--- src/rtl/e2c_pkg.sv ---
`timescale 1ns / 1ps
package e2c_pkg;

  // Field widths
  localparam int MS_W     = 45;   // input timestamp
  localparam int T_W      = 46;   // biased timestamp
  localparam int DAYS_W   = 20;   // biased day count
  localparam int REM_W    = 27;   // millisecond of the day
  localparam int YEAR_W   = 12;
  localparam int MONTH_W  = 4;
  localparam int DAY_W    = 5;
  localparam int HOUR_W   = 5;
  localparam int MINUTE_W = 6;
  localparam int SECOND_W = 6;
  localparam int MSEC_W   = 10;
  localparam int ZONE_W   = 6;

  // Time constants
  localparam int MS_PER_HOUR   = 3600000;
  localparam int MS_PER_MINUTE = 60000;
  localparam int MS_PER_SECOND = 1000;

  // Two days of bias keep the sum non-negative for any offset
  localparam int HOUR_BIAS = 48;
  localparam int BIAS_DAYS = 2;

  // One day is 2^10 * DAY_HI milliseconds
  localparam int DAY_LO_W = 10;
  localparam int DAY_HI   = 84375;
  localparam int DAY_X_W  = T_W - DAY_LO_W;       // 36
  localparam int DAY_RECIP_W = 20;
  localparam logic [DAY_RECIP_W-1:0] DAY_RECIP =
    DAY_RECIP_W'((64'd1 << DAY_X_W) / 64'd84375);

  // Calendar constants
  localparam int EPOCH_SHIFT  = 719468;
  localparam int SHIFT_DAYS   = EPOCH_SHIFT - BIAS_DAYS;
  localparam int ERA_DAYS     = 146097;
  localparam int ERA_LAST     = 146096;
  localparam int DAYS_4YR     = 1460;
  localparam int DAYS_100YR   = 36524;
  localparam int DAYS_PER_YR  = 365;
  localparam int YEARS_PER_ERA = 400;

  localparam int SHIFTED_W = 21;
  localparam int ERA_W     = 4;
  localparam int DOE_W     = 18;
  localparam int YOE_W     = 9;
  localparam int DOY_W     = 9;
  localparam int MP_W      = 4;

  typedef struct packed {
    logic [YEAR_W-1:0]  year;
    logic [MONTH_W-1:0] month;
    logic [DAY_W-1:0]   day;
  } date_t;

  // First day of each March-based month within the year
  function automatic logic [DOY_W-1:0] month_start(input logic [MP_W-1:0] mp);
    logic [DOY_W-1:0] s;
    case (mp)
      4'd0:    s = 9'd0;
      4'd1:    s = 9'd31;
      4'd2:    s = 9'd61;
      4'd3:    s = 9'd92;
      4'd4:    s = 9'd122;
      4'd5:    s = 9'd153;
      4'd6:    s = 9'd184;
      4'd7:    s = 9'd214;
      4'd8:    s = 9'd245;
      4'd9:    s = 9'd275;
      4'd10:   s = 9'd306;
      4'd11:   s = 9'd337;
      default: s = 9'd0;
    endcase
    return s;
  endfunction

  // March-based month: count of month starts at or below the day of year
  function automatic logic [MP_W-1:0] month_index(input logic [DOY_W-1:0] doy);
    logic [MP_W-1:0] cnt;
    cnt = '0;
    for (int k = 1; k < 12; k++) begin
      if (doy >= month_start(MP_W'(k))) cnt = cnt + 4'd1;
    end
    return cnt;
  endfunction

  // Day of era divided by the days of a century
  function automatic logic [2:0] cent_count(input logic [DOE_W-1:0] doe);
    logic [2:0] cnt;
    cnt = '0;
    for (int k = 1; k < 5; k++) begin
      if (doe >= DOE_W'(k * DAYS_100YR)) cnt = cnt + 3'd1;
    end
    return cnt;
  endfunction

  // Year of era divided by one hundred
  function automatic logic [1:0] yoe_div100(input logic [YOE_W-1:0] yoe);
    logic [1:0] cnt;
    cnt = '0;
    for (int k = 1; k < 4; k++) begin
      if (yoe >= YOE_W'(k * 100)) cnt = cnt + 2'd1;
    end
    return cnt;
  endfunction

endpackage

--- src/rtl/e2c_cdiv.sv ---
`timescale 1ns / 1ps
module e2c_cdiv #(
  parameter int XW = 18,
  parameter int QW = 7,
  parameter int D  = 1460,
  parameter int S  = 18,
  parameter int SW = 1
) (
  input  logic                 clk,
  input  logic                 rst_n,
  input  logic                 en,
  input  logic                 vld_i,
  input  logic [XW-1:0]        x_i,
  input  logic [SW-1:0]        side_i,
  output logic                 vld_o,
  output logic [QW-1:0]        q_o,
  output logic [$clog2(D)-1:0] r_o,
  output logic [SW-1:0]        side_o
);

  localparam int M  = (1 << S) / D;
  localparam int MW = $clog2(M + 1);
  localparam int PW = XW + MW;
  localparam int RW = $clog2(D);
  localparam logic [XW-1:0] DX = XW'(D);
  localparam logic [PW-1:0] MX = PW'(M);

  logic          v1_r, v2_r, v3_r;
  logic [XW-1:0] x1_r;
  logic [QW-1:0] qe1_r, qe1_nxt;
  logic [SW-1:0] side1_r, side2_r, side3_r;
  logic [QW-1:0] qe2_r;
  logic [XW-1:0] r2_r, r2_nxt;
  logic [QW-1:0] q3_r, q3_nxt;
  logic [RW-1:0] r3_r, r3_nxt;
  logic [PW-1:0] prod;
  logic          fix;

  // Estimate the quotient by the scaled reciprocal, low by at most one
  always_comb begin
    prod    = PW'(x_i) * MX;
    qe1_nxt = QW'(prod >> S);
  end

  // Remainder of the estimate, below twice the divisor
  assign r2_nxt = x1_r - XW'(qe1_r) * DX;

  // Correct the estimate once
  always_comb begin
    fix    = (r2_r >= DX);
    q3_nxt = fix ? qe2_r + 1'b1 : qe2_r;
    r3_nxt = fix ? RW'(r2_r - DX) : RW'(r2_r);
  end

  // Advance valid bits
  always_ff @(posedge clk) begin
    if (!rst_n) begin
      v1_r <= 1'b0;
      v2_r <= 1'b0;
      v3_r <= 1'b0;
    end else if (en) begin
      v1_r <= vld_i;
      v2_r <= v1_r;
      v3_r <= v2_r;
    end
  end

  // Advance payload
  always_ff @(posedge clk) begin
    if (en) begin
      x1_r    <= x_i;
      qe1_r   <= qe1_nxt;
      side1_r <= side_i;
      qe2_r   <= qe1_r;
      r2_r    <= r2_nxt;
      side2_r <= side1_r;
      q3_r    <= q3_nxt;
      r3_r    <= r3_nxt;
      side3_r <= side2_r;
    end
  end

  assign vld_o  = v3_r;
  assign q_o    = q3_r;
  assign r_o    = r3_r;
  assign side_o = side3_r;

endmodule

--- src/rtl/e2c_front.sv ---
`timescale 1ns / 1ps
module e2c_front (
  input  logic                        clk,
  input  logic                        rst_n,
  input  logic                        en,
  input  logic                        vld_i,
  input  logic [e2c_pkg::MS_W-1:0]    ms_i,
  input  logic signed [e2c_pkg::ZONE_W-1:0] zone_i,
  output logic                        vld_o,
  output logic [e2c_pkg::DAYS_W-1:0]  days_o,
  output logic [e2c_pkg::REM_W-1:0]   rem_o
);
  import e2c_pkg::*;

  localparam int HALF_W = DAY_X_W / 2;
  localparam int PP_W   = HALF_W + DAY_RECIP_W;
  localparam int SUM_W  = DAY_X_W + DAY_RECIP_W;
  localparam int R_W    = 18;   // remainder below twice DAY_HI

  logic                  v1_r, v2_r, v3_r, v4_r, v5_r;
  logic [T_W-1:0]        t1_r, t1_nxt;
  logic [6:0]            hrs;
  logic [DAY_X_W-1:0]    x2_r, x3_r;
  logic [DAY_LO_W-1:0]   lo2_r, lo3_r, lo4_r;
  logic [PP_W-1:0]       phi2_r, plo2_r;
  logic [SUM_W-1:0]      sum;
  logic [DAYS_W-1:0]     qe3_r, qe4_r;
  logic [R_W-1:0]        r4_r, r4_nxt;
  logic [DAYS_W-1:0]     days5_r, days5_nxt;
  logic [REM_W-1:0]      rem5_r, rem5_nxt;
  logic                  fix;

  // Add the zone offset plus two days of bias
  always_comb begin
    hrs    = 7'(HOUR_BIAS) + {zone_i[ZONE_W-1], zone_i};
    t1_nxt = T_W'(ms_i) + T_W'(hrs) * T_W'(MS_PER_HOUR);
  end

  // Estimate the day count from two partial products
  assign sum = {phi2_r, {HALF_W{1'b0}}} + SUM_W'(plo2_r);

  // Remainder of the estimate
  assign r4_nxt = R_W'(x3_r - DAY_X_W'(qe3_r) * DAY_X_W'(DAY_HI));

  // Correct the estimate, rebuild the millisecond of the day
  always_comb begin
    fix       = (r4_r >= R_W'(DAY_HI));
    days5_nxt = fix ? qe4_r + 1'b1 : qe4_r;
    rem5_nxt  = fix ? {17'(r4_r - R_W'(DAY_HI)), lo4_r} : {17'(r4_r), lo4_r};
  end

  // Advance valid bits
  always_ff @(posedge clk) begin
    if (!rst_n) begin
      v1_r <= 1'b0;
      v2_r <= 1'b0;
      v3_r <= 1'b0;
      v4_r <= 1'b0;
      v5_r <= 1'b0;
    end else if (en) begin
      v1_r <= vld_i;
      v2_r <= v1_r;
      v3_r <= v2_r;
      v4_r <= v3_r;
      v5_r <= v4_r;
    end
  end

  // Advance payload
  always_ff @(posedge clk) begin
    if (en) begin
      t1_r    <= t1_nxt;
      x2_r    <= t1_r[T_W-1:DAY_LO_W];
      lo2_r   <= t1_r[DAY_LO_W-1:0];
      phi2_r  <= PP_W'(t1_r[T_W-1:DAY_LO_W+HALF_W]) * PP_W'(DAY_RECIP);
      plo2_r  <= PP_W'(t1_r[DAY_LO_W+HALF_W-1:DAY_LO_W]) * PP_W'(DAY_RECIP);
      x3_r    <= x2_r;
      lo3_r   <= lo2_r;
      qe3_r   <= sum[SUM_W-1:DAY_X_W];
      qe4_r   <= qe3_r;
      r4_r    <= r4_nxt;
      lo4_r   <= lo3_r;
      days5_r <= days5_nxt;
      rem5_r  <= rem5_nxt;
    end
  end

  assign vld_o  = v5_r;
  assign days_o = days5_r;
  assign rem_o  = rem5_r;

endmodule

--- src/rtl/e2c_cal.sv ---
`timescale 1ns / 1ps
module e2c_cal (
  input  logic                       clk,
  input  logic                       rst_n,
  input  logic                       en,
  input  logic                       vld_i,
  input  logic [e2c_pkg::DAYS_W-1:0] days_i,
  input  logic [e2c_pkg::REM_W-1:0]  rem_i,
  output logic                       vld_o,
  output e2c_pkg::date_t             date_o,
  output logic [e2c_pkg::REM_W-1:0]  rem_o
);
  import e2c_pkg::*;

  localparam int CSW = REM_W + ERA_W + DOE_W;

  logic                  v0_r, va_r, vd_r, vm_r, vo_r;
  logic [SHIFTED_W-1:0]  shifted_r;
  logic [REM_W-1:0]      rem0_r;

  logic                  v_era;
  logic [ERA_W-1:0]      era_q;
  logic [DOE_W-1:0]      doe_q;
  logic [REM_W-1:0]      rem_q;

  logic                  v_c4;
  logic [6:0]            q1460;
  logic [CSW-1:0]        side_c4;
  logic [DOE_W-1:0]      doe_c4;

  logic [DOE_W-1:0]      a_r, a_nxt;
  logic [CSW-1:0]        side_a_r;

  logic                  v_y;
  logic [YOE_W-1:0]      yoe_q;
  logic [CSW-1:0]        side_y;
  logic [REM_W-1:0]      rem_y;
  logic [ERA_W-1:0]      era_y;
  logic [DOE_W-1:0]      doe_y;

  logic [DOY_W-1:0]      doy_r, doy_nxt, doy_m_r;
  logic [YOE_W-1:0]      yoe_d_r, yoe_m_r;
  logic [ERA_W-1:0]      era_d_r, era_m_r;
  logic [REM_W-1:0]      rem_d_r, rem_m_r, rem_o_r;
  logic [MP_W-1:0]       mp_r;

  date_t                 date_r, date_nxt;
  logic [YEAR_W:0]       year_full;

  // Shift the day count to the March-based calendar
  always_ff @(posedge clk) begin
    if (en) begin
      shifted_r <= SHIFTED_W'(days_i) + SHIFTED_W'(SHIFT_DAYS);
      rem0_r    <= rem_i;
    end
  end

  // Split into era and day of era
  e2c_cdiv #(
    .XW(SHIFTED_W), .QW(ERA_W), .D(ERA_DAYS), .S(SHIFTED_W), .SW(REM_W)
  ) u_era (
    .clk(clk), .rst_n(rst_n), .en(en),
    .vld_i(v0_r), .x_i(shifted_r), .side_i(rem0_r),
    .vld_o(v_era), .q_o(era_q), .r_o(doe_q), .side_o(rem_q)
  );

  // Leap-day count of four-year cycles
  e2c_cdiv #(
    .XW(DOE_W), .QW(7), .D(DAYS_4YR), .S(DOE_W), .SW(CSW)
  ) u_c4 (
    .clk(clk), .rst_n(rst_n), .en(en),
    .vld_i(v_era), .x_i(doe_q), .side_i({rem_q, era_q, doe_q}),
    .vld_o(v_c4), .q_o(q1460), .r_o(), .side_o(side_c4)
  );

  assign doe_c4 = side_c4[DOE_W-1:0];

  // Remove leap days so the year divides evenly
  assign a_nxt = doe_c4 - DOE_W'(q1460) + DOE_W'(cent_count(doe_c4))
               - DOE_W'(doe_c4 == DOE_W'(ERA_LAST));

  always_ff @(posedge clk) begin
    if (en) begin
      a_r      <= a_nxt;
      side_a_r <= side_c4;
    end
  end

  // Year of era
  e2c_cdiv #(
    .XW(DOE_W), .QW(YOE_W), .D(DAYS_PER_YR), .S(DOE_W), .SW(CSW)
  ) u_yr (
    .clk(clk), .rst_n(rst_n), .en(en),
    .vld_i(va_r), .x_i(a_r), .side_i(side_a_r),
    .vld_o(v_y), .q_o(yoe_q), .r_o(), .side_o(side_y)
  );

  assign {rem_y, era_y, doe_y} = side_y;

  // Day of the March-based year
  assign doy_nxt = DOY_W'(doe_y - DOE_W'(yoe_q) * DOE_W'(DAYS_PER_YR)
                   - DOE_W'(yoe_q >> 2) + DOE_W'(yoe_div100(yoe_q)));

  // Build year, month and day
  always_comb begin
    date_nxt.day   = DAY_W'(doy_m_r - month_start(mp_r) + 9'd1);
    date_nxt.month = (mp_r < 4'd10) ? mp_r + 4'd3 : mp_r - 4'd9;
    year_full      = (YEAR_W+1)'(yoe_m_r)
                   + (YEAR_W+1)'(era_m_r) * (YEAR_W+1)'(YEARS_PER_ERA)
                   + (YEAR_W+1)'(mp_r >= 4'd10);
    date_nxt.year  = year_full[YEAR_W-1:0];
  end

  // Advance valid bits
  always_ff @(posedge clk) begin
    if (!rst_n) begin
      v0_r <= 1'b0;
      va_r <= 1'b0;
      vd_r <= 1'b0;
      vm_r <= 1'b0;
      vo_r <= 1'b0;
    end else if (en) begin
      v0_r <= vld_i;
      va_r <= v_c4;
      vd_r <= v_y;
      vm_r <= vd_r;
      vo_r <= vm_r;
    end
  end

  // Advance payload
  always_ff @(posedge clk) begin
    if (en) begin
      doy_r   <= doy_nxt;
      yoe_d_r <= yoe_q;
      era_d_r <= era_y;
      rem_d_r <= rem_y;
      mp_r    <= month_index(doy_r);
      doy_m_r <= doy_r;
      yoe_m_r <= yoe_d_r;
      era_m_r <= era_d_r;
      rem_m_r <= rem_d_r;
      date_r  <= date_nxt;
      rem_o_r <= rem_m_r;
    end
  end

  assign vld_o  = vo_r;
  assign date_o = date_r;
  assign rem_o  = rem_o_r;

endmodule

--- src/rtl/e2c_clock.sv ---
`timescale 1ns / 1ps
module e2c_clock (
  input  logic                         clk,
  input  logic                         rst_n,
  input  logic                         en,
  input  logic                         vld_i,
  input  logic [e2c_pkg::REM_W-1:0]    rem_i,
  input  e2c_pkg::date_t               date_i,
  output logic                         vld_o,
  output e2c_pkg::date_t               date_o,
  output logic [e2c_pkg::HOUR_W-1:0]   hour_o,
  output logic [e2c_pkg::MINUTE_W-1:0] minute_o,
  output logic [e2c_pkg::SECOND_W-1:0] second_o,
  output logic [e2c_pkg::MSEC_W-1:0]   msec_o
);
  import e2c_pkg::*;

  localparam int DW    = $bits(date_t);
  localparam int HR_RW = $clog2(MS_PER_HOUR);
  localparam int MN_RW = $clog2(MS_PER_MINUTE);

  logic                v_h, v_m;
  logic [HOUR_W-1:0]   hour_q, hour_m;
  logic [HR_RW-1:0]    rem_h;
  logic [DW-1:0]       date_h;
  logic [MINUTE_W-1:0] minute_q;
  logic [MN_RW-1:0]    rem_m;
  logic [DW-1:0]       date_m;

  // Hour of day
  e2c_cdiv #(
    .XW(REM_W), .QW(HOUR_W), .D(MS_PER_HOUR), .S(REM_W), .SW(DW)
  ) u_hour (
    .clk(clk), .rst_n(rst_n), .en(en),
    .vld_i(vld_i), .x_i(rem_i), .side_i(date_i),
    .vld_o(v_h), .q_o(hour_q), .r_o(rem_h), .side_o(date_h)
  );

  // Minute of hour
  e2c_cdiv #(
    .XW(HR_RW), .QW(MINUTE_W), .D(MS_PER_MINUTE), .S(HR_RW), .SW(DW + HOUR_W)
  ) u_minute (
    .clk(clk), .rst_n(rst_n), .en(en),
    .vld_i(v_h), .x_i(rem_h), .side_i({date_h, hour_q}),
    .vld_o(v_m), .q_o(minute_q), .r_o(rem_m), .side_o({date_m, hour_m})
  );

  // Second of minute, remainder is the millisecond
  e2c_cdiv #(
    .XW(MN_RW), .QW(SECOND_W), .D(MS_PER_SECOND), .S(MN_RW),
    .SW(DW + HOUR_W + MINUTE_W)
  ) u_second (
    .clk(clk), .rst_n(rst_n), .en(en),
    .vld_i(v_m), .x_i(rem_m), .side_i({date_m, hour_m, minute_q}),
    .vld_o(vld_o), .q_o(second_o), .r_o(msec_o),
    .side_o({date_o, hour_o, minute_o})
  );

endmodule

--- src/rtl/epoch_to_civil_datetime.sv ---
`timescale 1ns / 1ps
// Epoch timestamp to civil date and time converter.
//
// Input request: in_epoch_millis, milliseconds since 1970-01-01 00:00 UTC,
// taken on in_valid & in_ready. Result request: year, month, day, hour,
// minute, second and millisecond, offered on out_valid until out_ready.
// cfg_wr_en writes cfg_wr_data as the signed zone offset in hours, added
// before conversion; write it only while no request is in flight.
//
// One request is accepted every cycle while the output is not stalled:
// a 28-stage pipeline with valid bits, built from a 5-stage day split
// and three-stage reciprocal-multiply dividers for the era, four-year
// cycle, year, hour, minute and second.
// When the receiver stalls with a result pending, the whole pipeline
// holds and in_ready drops; nothing is lost or repeated. A synchronous
// reset clears all valid bits and sets the zone offset to zero.
module epoch_to_civil_datetime (
  input  logic                               clk,
  input  logic                               rst_n,
  input  logic                               cfg_wr_en,
  input  logic signed [e2c_pkg::ZONE_W-1:0]  cfg_wr_data,
  input  logic                               in_valid,
  output logic                               in_ready,
  input  logic [e2c_pkg::MS_W-1:0]           in_epoch_millis,
  output logic                               out_valid,
  input  logic                               out_ready,
  output logic [e2c_pkg::YEAR_W-1:0]         out_year,
  output logic [e2c_pkg::MONTH_W-1:0]        out_month,
  output logic [e2c_pkg::DAY_W-1:0]          out_day,
  output logic [e2c_pkg::HOUR_W-1:0]         out_hour,
  output logic [e2c_pkg::MINUTE_W-1:0]       out_minute,
  output logic [e2c_pkg::SECOND_W-1:0]       out_second,
  output logic [e2c_pkg::MSEC_W-1:0]         out_millisecond
);
  import e2c_pkg::*;

  logic signed [ZONE_W-1:0] zone_r;
  logic                     en;
  logic                     v_f, v_c;
  logic [DAYS_W-1:0]        days_f;
  logic [REM_W-1:0]         rem_f, rem_c;
  date_t                    date_c, date_o;

  // Zone offset register
  always_ff @(posedge clk) begin
    if (!rst_n) begin
      zone_r <= '0;
    end else if (cfg_wr_en) begin
      zone_r <= cfg_wr_data;
    end
  end

  // Advance the pipeline unless a result is held
  assign en       = !out_valid || out_ready;
  assign in_ready = en;

  e2c_front u_front (
    .clk(clk), .rst_n(rst_n), .en(en),
    .vld_i(in_valid), .ms_i(in_epoch_millis), .zone_i(zone_r),
    .vld_o(v_f), .days_o(days_f), .rem_o(rem_f)
  );

  e2c_cal u_cal (
    .clk(clk), .rst_n(rst_n), .en(en),
    .vld_i(v_f), .days_i(days_f), .rem_i(rem_f),
    .vld_o(v_c), .date_o(date_c), .rem_o(rem_c)
  );

  e2c_clock u_clock (
    .clk(clk), .rst_n(rst_n), .en(en),
    .vld_i(v_c), .rem_i(rem_c), .date_i(date_c),
    .vld_o(out_valid), .date_o(date_o),
    .hour_o(out_hour), .minute_o(out_minute),
    .second_o(out_second), .msec_o(out_millisecond)
  );

  assign out_year  = date_o.year;
  assign out_month = date_o.month;
  assign out_day   = date_o.day;

`ifndef SYNTHESIS
  a_fields_in_range: assert property (@(posedge clk) disable iff (!rst_n)
    out_valid |-> (out_month >= 4'd1) && (out_month <= 4'd12) && (out_day >= 5'd1)
      && (out_hour <= 5'd23) && (out_minute <= 6'd59) && (out_second <= 6'd59)
      && (out_millisecond <= 10'd999))
    else $error("result field out of range");

  a_month_length: assert property (@(posedge clk) disable iff (!rst_n)
    out_valid |-> (out_day <= 5'd31)
      && ((out_month != 4'd2) || (out_day <= 5'd29))
      && ((out_month != 4'd2) || (out_day != 5'd29) || (out_year[1:0] == 2'd0))
      && (((out_month != 4'd4) && (out_month != 4'd6) && (out_month != 4'd9)
           && (out_month != 4'd11)) || (out_day <= 5'd30)))
    else $error("day beyond the length of its month");

  a_reset_clears: assert property (@(posedge clk)
    !rst_n |=> !out_valid)
    else $error("result valid after reset");
`endif

endmodule
--- config.mk ---
export PLATFORM = sky130hd
export DESIGN_NAME = epoch_to_civil_datetime
export DESIGN_NICKNAME = d
export VERILOG_FILES = /design/src/rtl/e2c_pkg.sv /design/src/rtl/e2c_cdiv.sv /design/src/rtl/e2c_front.sv /design/src/rtl/e2c_cal.sv /design/src/rtl/e2c_clock.sv /design/src/rtl/epoch_to_civil_datetime.sv
export SDC_FILE = /design/constraint.sdc
export NUM_CORES = 2
export LEC_CHECK = 0
export ABC_CLOCK_PERIOD_IN_PS = 107300
export BUFFER_PORTS_ARGS = -buffer_cell sky130_fd_sc_hd__buf_2
export CORE_MARGIN = 2
export CORE_UTILIZATION = 45
export DETAILED_ROUTE_END_ITERATION = 16
export PLACE_DENSITY_LB_ADDON = 0.1
export SETUP_SLACK_MARGIN = 0.4
export SLEW_MARGIN = 20
export SYNTH_ARGS = -nofsm -noshare
export SYNTH_HDL_FRONTEND = slang
export SYNTH_SLANG_ARGS = --single-unit
--- constraint.sdc ---
create_clock -name clk -period 107.3 [get_ports clk]
set_clock_uncertainty 0.05 [all_clocks]
set_input_delay 16.095 -clock clk [delete_from_list [all_inputs] [get_ports clk]]
set_output_delay 16.095 -clock clk [all_outputs]
set_load 0.05 [all_outputs]
After elaboration in Yosys (flattened, before gate mapping). Memory sizes are Yosys's and may differ from the RTL's. A register that Yosys moved wholly into a read port is not among the register bits. Cells that the tools add are included.

Flip-flop bits (word level): 1621. Latch bits: 0. Bits in writable memories: 0. Bits in read-only memories: 144. Input port bits: 56. Output and inout port bits: 50. Word-level logic and storage cells: 263. Memories kept: 1.

Memories: (name not given) (depth 16, bits a word 9, read ports 1, clocked after memory_dff 1, write ports 0, line e2c_pkg.sv:61) `case (mp)`.

$add $sub $neg: 50. Multipliers: 18. Divide/modulo/power cells: 0. Order comparisons: 27. Equal/unequal tests: 1. Shift-type cells: 0. Mux-type cells: 53. Bitwise logic cells: 0. Reduce and logical (&&, ||, !) cells: 2.

Operators with widths (count): 2-to-1 mux 9 bit (12); greater-or-equal comparator 9 bit (11); 2-to-1 mux 4 bit (23); multiplier 18 x 20 -> 38 bit, second input constant (2); adder 56 x 38 -> 56 bit (1); greater-or-equal comparator 18 x 17 -> 1 bit, second input constant (3); subtractor 18 bit (3); adder 45 x 29 -> 46 bit (1); adder 4 x 1 -> 4 bit, second input constant (11); multiplier 27 x 6 -> 32 bit, second input constant (1); multiplier 22 x 7 -> 28 bit, second input constant (1); greater-or-equal comparator 27 x 22 -> 1 bit, second input constant (1); 2-to-1 mux 27 bit (1); subtractor 27 bit (1); multiplier 18 x 9 -> 26 bit, second input constant (1); multiplier 18 x 8 -> 25 bit, second input constant (1); multiplier 21 x 3 -> 24 bit, second input constant (1); greater-or-equal comparator 22 x 16 -> 1 bit, second input constant (1); multiplier 16 x 7 -> 22 bit, second input constant (1); multiplier 7 x 15 -> 22 bit, second input constant (1); 2-to-1 mux 22 bit (1); subtractor 22 bit (1); subtractor 22 bit, second input constant (1); adder 20 x 20 -> 21 bit, second input constant (1); other kinds (59) (69).

Longest topological paths before layout.
Depth after elaboration: 36. Mapped depth: 33. Depth with buffers taken out: 32.

Modules after synthesis. Synthesis repeated with hierarchy kept, for this count alone.

Cell total of the unflattened synthesis: 7730. Area total of the unflattened synthesis: 100736.6 µm².

Modules (own cells, without submodules): e2c_front (times used 1, cells each 2625, area an instance 29657.2 µm², seq. area each 8358.0 µm²); e2c_cal (times used 1, cells each 992, area an instance 13772.0 µm², seq. area each 8037.7 µm²); e2c_cdiv at u_cal.u_yr (times used 1, cells each 883, area an instance 12456.9 µm², seq. area each 6636.4 µm²); e2c_cdiv at u_cal.u_c4 (times used 1, cells each 760, area an instance 11184.5 µm², seq. area each 6516.2 µm²); e2c_cdiv at u_clock.u_hour (times used 1, cells each 774, area an instance 9480.3 µm², seq. area each 4684.5 µm²); e2c_cdiv at u_clock.u_minute (times used 1, cells each 692, area an instance 9051.2 µm², seq. area each 4744.6 µm²); e2c_cdiv at u_cal.u_era (times used 1, cells each 566, area an instance 8039.0 µm², seq. area each 4654.5 µm²); e2c_cdiv at u_clock.u_second (times used 1, cells each 418, area an instance 6860.3 µm², seq. area each 4744.6 µm²); epoch_to_civil_datetime (times used 1, cells each 20, area an instance 235.2 µm², seq. area each 120.1 µm²).

Least setup slack after synthesis. No wires, ideal clock.

Kind: input to output. From: input out_ready. To: output in_ready. Arrival: 57.645 ns. Data required time: 91.155 ns. Setup slack: 33.510 ns. Cell stages on the path: 4. Buffers on the path: 2. Cell sequence: nor2b_1 clkbuf_1 clkinv_1 clkbuf_1.

Cells in the longest elaborated chain, start to end: 1.

Ends and longest elaborated chain: from (decl) (line epoch_to_civil_datetime.sv:26) `input logic out_ready,`; logical OR 1 bit (line epoch_to_civil_datetime.sv:54) `assign en = !out_valid || out_ready;`; to (decl) (line epoch_to_civil_datetime.sv:23) `output logic in_ready,`.

Every way passes these cells.

Worst setup path after layout. Same ends and word-level chain as after synthesis.

==> summary.txt <==
Outcome
  – Status: completed

Synth
  – Distinct cells, synth: 90
  – Synthesized flop and latch total: 1552
  – Area leader, netlist: edfxtp_1
  – Synth Cell Area: 0.0959 mm2
  – Synthesized instance count: roughly 7300
  – Mapped Avg Cell Area: about 13 um2
  – Ys flop type: edfxtp_1
  – Synth Warn #: 0
  – Synth top area cells: edfxtp_1 (47%), ha_1 (16%), fa_1 (14%)
  – Area share of the largest cell type after synthesis: 0.474
  – Post-synth net total: 9296
  – Number of synthesized flops with an enable pin: 1513
  – Sequential fraction of the synthesis area: 0.482
  – Ys async rst share: 0

Timing
  – Worst relative slew slack: 0.283
  – Final hold viol count: 0
  – Setup Viol. Count Final: 0
  – Least-Margin Pin Slew: between 1000 and 1500 ps
  – Tcrit/Tclk final: 0.315
  – Unrepaired setup endpoints after global routing: false
  – Tmin final: 33840 ps
  – Final slew viol count: 0
  – F_max: 29.6 MHz
  – Fin Setup TNS: 0 ps

Clocking
  – Clock slew at reported path FFs: about 60 ps
  – Post_cts resized: 0
  – Clk sink count: 1552
  – Post-CTS Setup Inserts: 0
  – H-tree depth: 4
  – Worst skew pair latency: around 810 ps
  – TritonCTS clock tree: yes
  – Hold_buf cts: 0
  – CTS Root Cell: clkbuf_16
  – Inserted Clock Buffers: 168
  – Clock Path Buffers: 3

Setup path
  – Worst EP required: just over 90000 ps
  – Startpoint Class: input pin
  – Critical-path cell list: buf_2, nor2b_4, buf_4, inv_8, buf_2
  – Critical path endpoint category: output pin
  – Critical-path top delay cell: inv_8
  – Reg2reg end: u_front.t1_r[37]
  – Slowest Stage Delay on Critical Path: 680 ps
  – Crit path kind: input pin to output pin
  – Worst path depth: 5
  – CP most frequent cell: buf_2
  – Crit path max fanout: 127
  – Setup crit end: in_ready
  – Worst reg2reg path startpoint: zone_r[4]
  – CP Launch Point: out_ready
  – WP buf/inv: 4
  – Register-to-Register Path Depth: 29
  – Delay-heaviest family, CP: buffers and inverters
  – CP arrival: 17690 ps
  – Flop2flop setup slack: 99340 ps

Job
  – Maxcap violations: 0

Detailed routing
  – Initial DRT Pass Iterations: 5
  – Remaining antenna violation count after routing: 0
  – Post-Route WL: 161 mm
  – Vias after detailed routing: slightly above 50000
  – Drt drc: 0
  – Vias per std cell: 4.87
  – Starting DRT DRC Count: 2280
  – DR WL/cell: 15.3 um

Cells and area
  – Layout area overhead: 10.0%
  – Register area: 0.0462 mm2
  – Layout cell share with drive strength beyond 1: 0.0561
  – Most common cell after layout, fill and taps aside: edfxtp_1
  – Fill count: 18600
  – Area occupied by multi-input gates: around 0.044 mm2
  – Nets: 9560
  – Commonest non-fill, non-tap cells in the layout: edfxtp_1 (1513), inv_1 (1446), ha_1 (1226), fa_1 (670), xnor2_1 (343)

Placed design
  – Post-DP HPWL: ~120 mm
  – PortBufs: ~110
  – Gpl congestion: about 0.86

Floorplan
  – Starting Density: 0.452
  – I/O pin total: between 100 and 150
  – Die Ht: 466 um
  – Die area: 0.217 mm2
  – Site row count: approximately 170
  – Core footprint: roughly 0.21 mm2
  – Die W: 466 um

Global routing
  – Tot GR Track Use: 0.153
  – Vias in the first global route: about 53000
  – Initial antenna violation count: 2
  – First-pass GRT wire length: 270 mm
  – Global route total overflow: 0
  – Largest net degree at the start of global routing: 157

Worst hold path
  – HP Class: register to register
[cells by family after synthesis]
kind of cell,share of synthesized area
fa+ha+maj,0.300
flops,0.482
buf+inv,0.0582
simple gates,0.0523
compound gates,0.0574
xor+xnor,0.0470
mux,0.00304
[Yosys cell counts, drive strengths merged, types with 7 or more instances]
library cell,number
edfxtp,1513
nor3,61
xnor2,348
o21bai,26
nor2b,53
a31o,7
and3,46
xor2,155
clkbuf,23
and2,29
ha,1226
buf,10
mux2,11
or4,7
a211oi,23
o31ai,11
a21boi,85
o21a,47
a211o,14
nor2,298
nand4,44
nand2,288
a31oi,20
o211ai,17
mux2i,16
a2111oi,11
nand3,81
fa,670
nor4,16
a21o,111
inv,1446
or3,15
dfxtp,39
nand3b,12
and4,9
nand2b,41
or2,21
a21oi,213
o21ai,188
[state kept, by name, summed over array words and instances (netlist names), 38 cells and up, named ones only]
register	cells
u_cal.u_yr.side2_r	40
u_cal.u_c4.side_o	49
u_cal.u_c4.side2_r	49
u_front.phi2_r	38
u_front.t1_r	46
u_cal.u_yr.side1_r	40
u_cal.side_a_r	40
u_cal.u_yr.side_o	40
[worst reg2reg max path: cells and delay by family, from the launching register on]
| kind | cells | cell delay (ps) |
|---|---|---|
| AO/OA/AOI/OAI | 14 | 3370 |
| XOR/XNOR | 2 | 500 |
| adder cells (fa/ha/maj) | 6 | 2560 |
| buffers and inverters | 5 | 460 |
| flip-flops | 1 | 520 |
| AND/OR/NAND/NOR | 2 | 200 |
[worst min path at each step]
stage	depth (start not counted)	slack, ps	from	end
final	0	350	u_clock.u_minute.x1_r[0]	u_clock.u_minute.r2_r[0]
after global routing	0	360	u_clock.u_minute.x1_r[0]	u_clock.u_minute.r2_r[0]
after CTS	0	350	u_clock.u_minute.x1_r[0]	u_clock.u_minute.r2_r[0]
after detailed placement	0	350	u_front.rem_o[2]	u_cal.rem0_r[2]
after global placement	0	350	u_cal.u_era.side_o[8]	u_cal.u_c4.side1_r[30]
after floorplan	0	350	u_cal.u_yr.side_o[18]	u_cal.era_d_r[0]
[metrics by stage]
stage	instances	worst slack, ps	utilization	hold slack (ps)	cell area (um2)
floorplan	7344	33510	-	350	95900
global placement	10300	73470	0.472	350	100000
detailed placement	10300	73440	0.472	355	100000
CTS	10600	73440	0.498	352	105000
global route	10600	73370	0.498	359	105000
finish	10600	73460	0.498	353	105000
[per-layer routing]
| metal | part of all wire | vias up | global-route usage |
|---|---|---|---|
| met5 | 0 | - | 0 |
| met4 | 0.025 | 0 | 0.0453 |
| met3 | 0.034 | 256 | 0.0255 |
| met2 | 0.48 | 573 | 0.258 |
| met1 | 0.46 | 25100 | 0.203 |
| li1 | - | 25600 | - |
[final cells by class]
cell class | count | share of cell area
tap | 2821 | 0.0335
clock buffer | 193 | 0.0408
clock inverter | 104 | 0.0108
sequential | 1552 | 0.438
multi-input combinational | 4311 | 0.418
antenna | 8 | 0.000190
timing repair buffer | 127 | 0.00689
inverter | 1448 | 0.0516
Power is not shown: default switching activity piles up to over one toggle a cycle in this logic, so the estimate is an artifact.
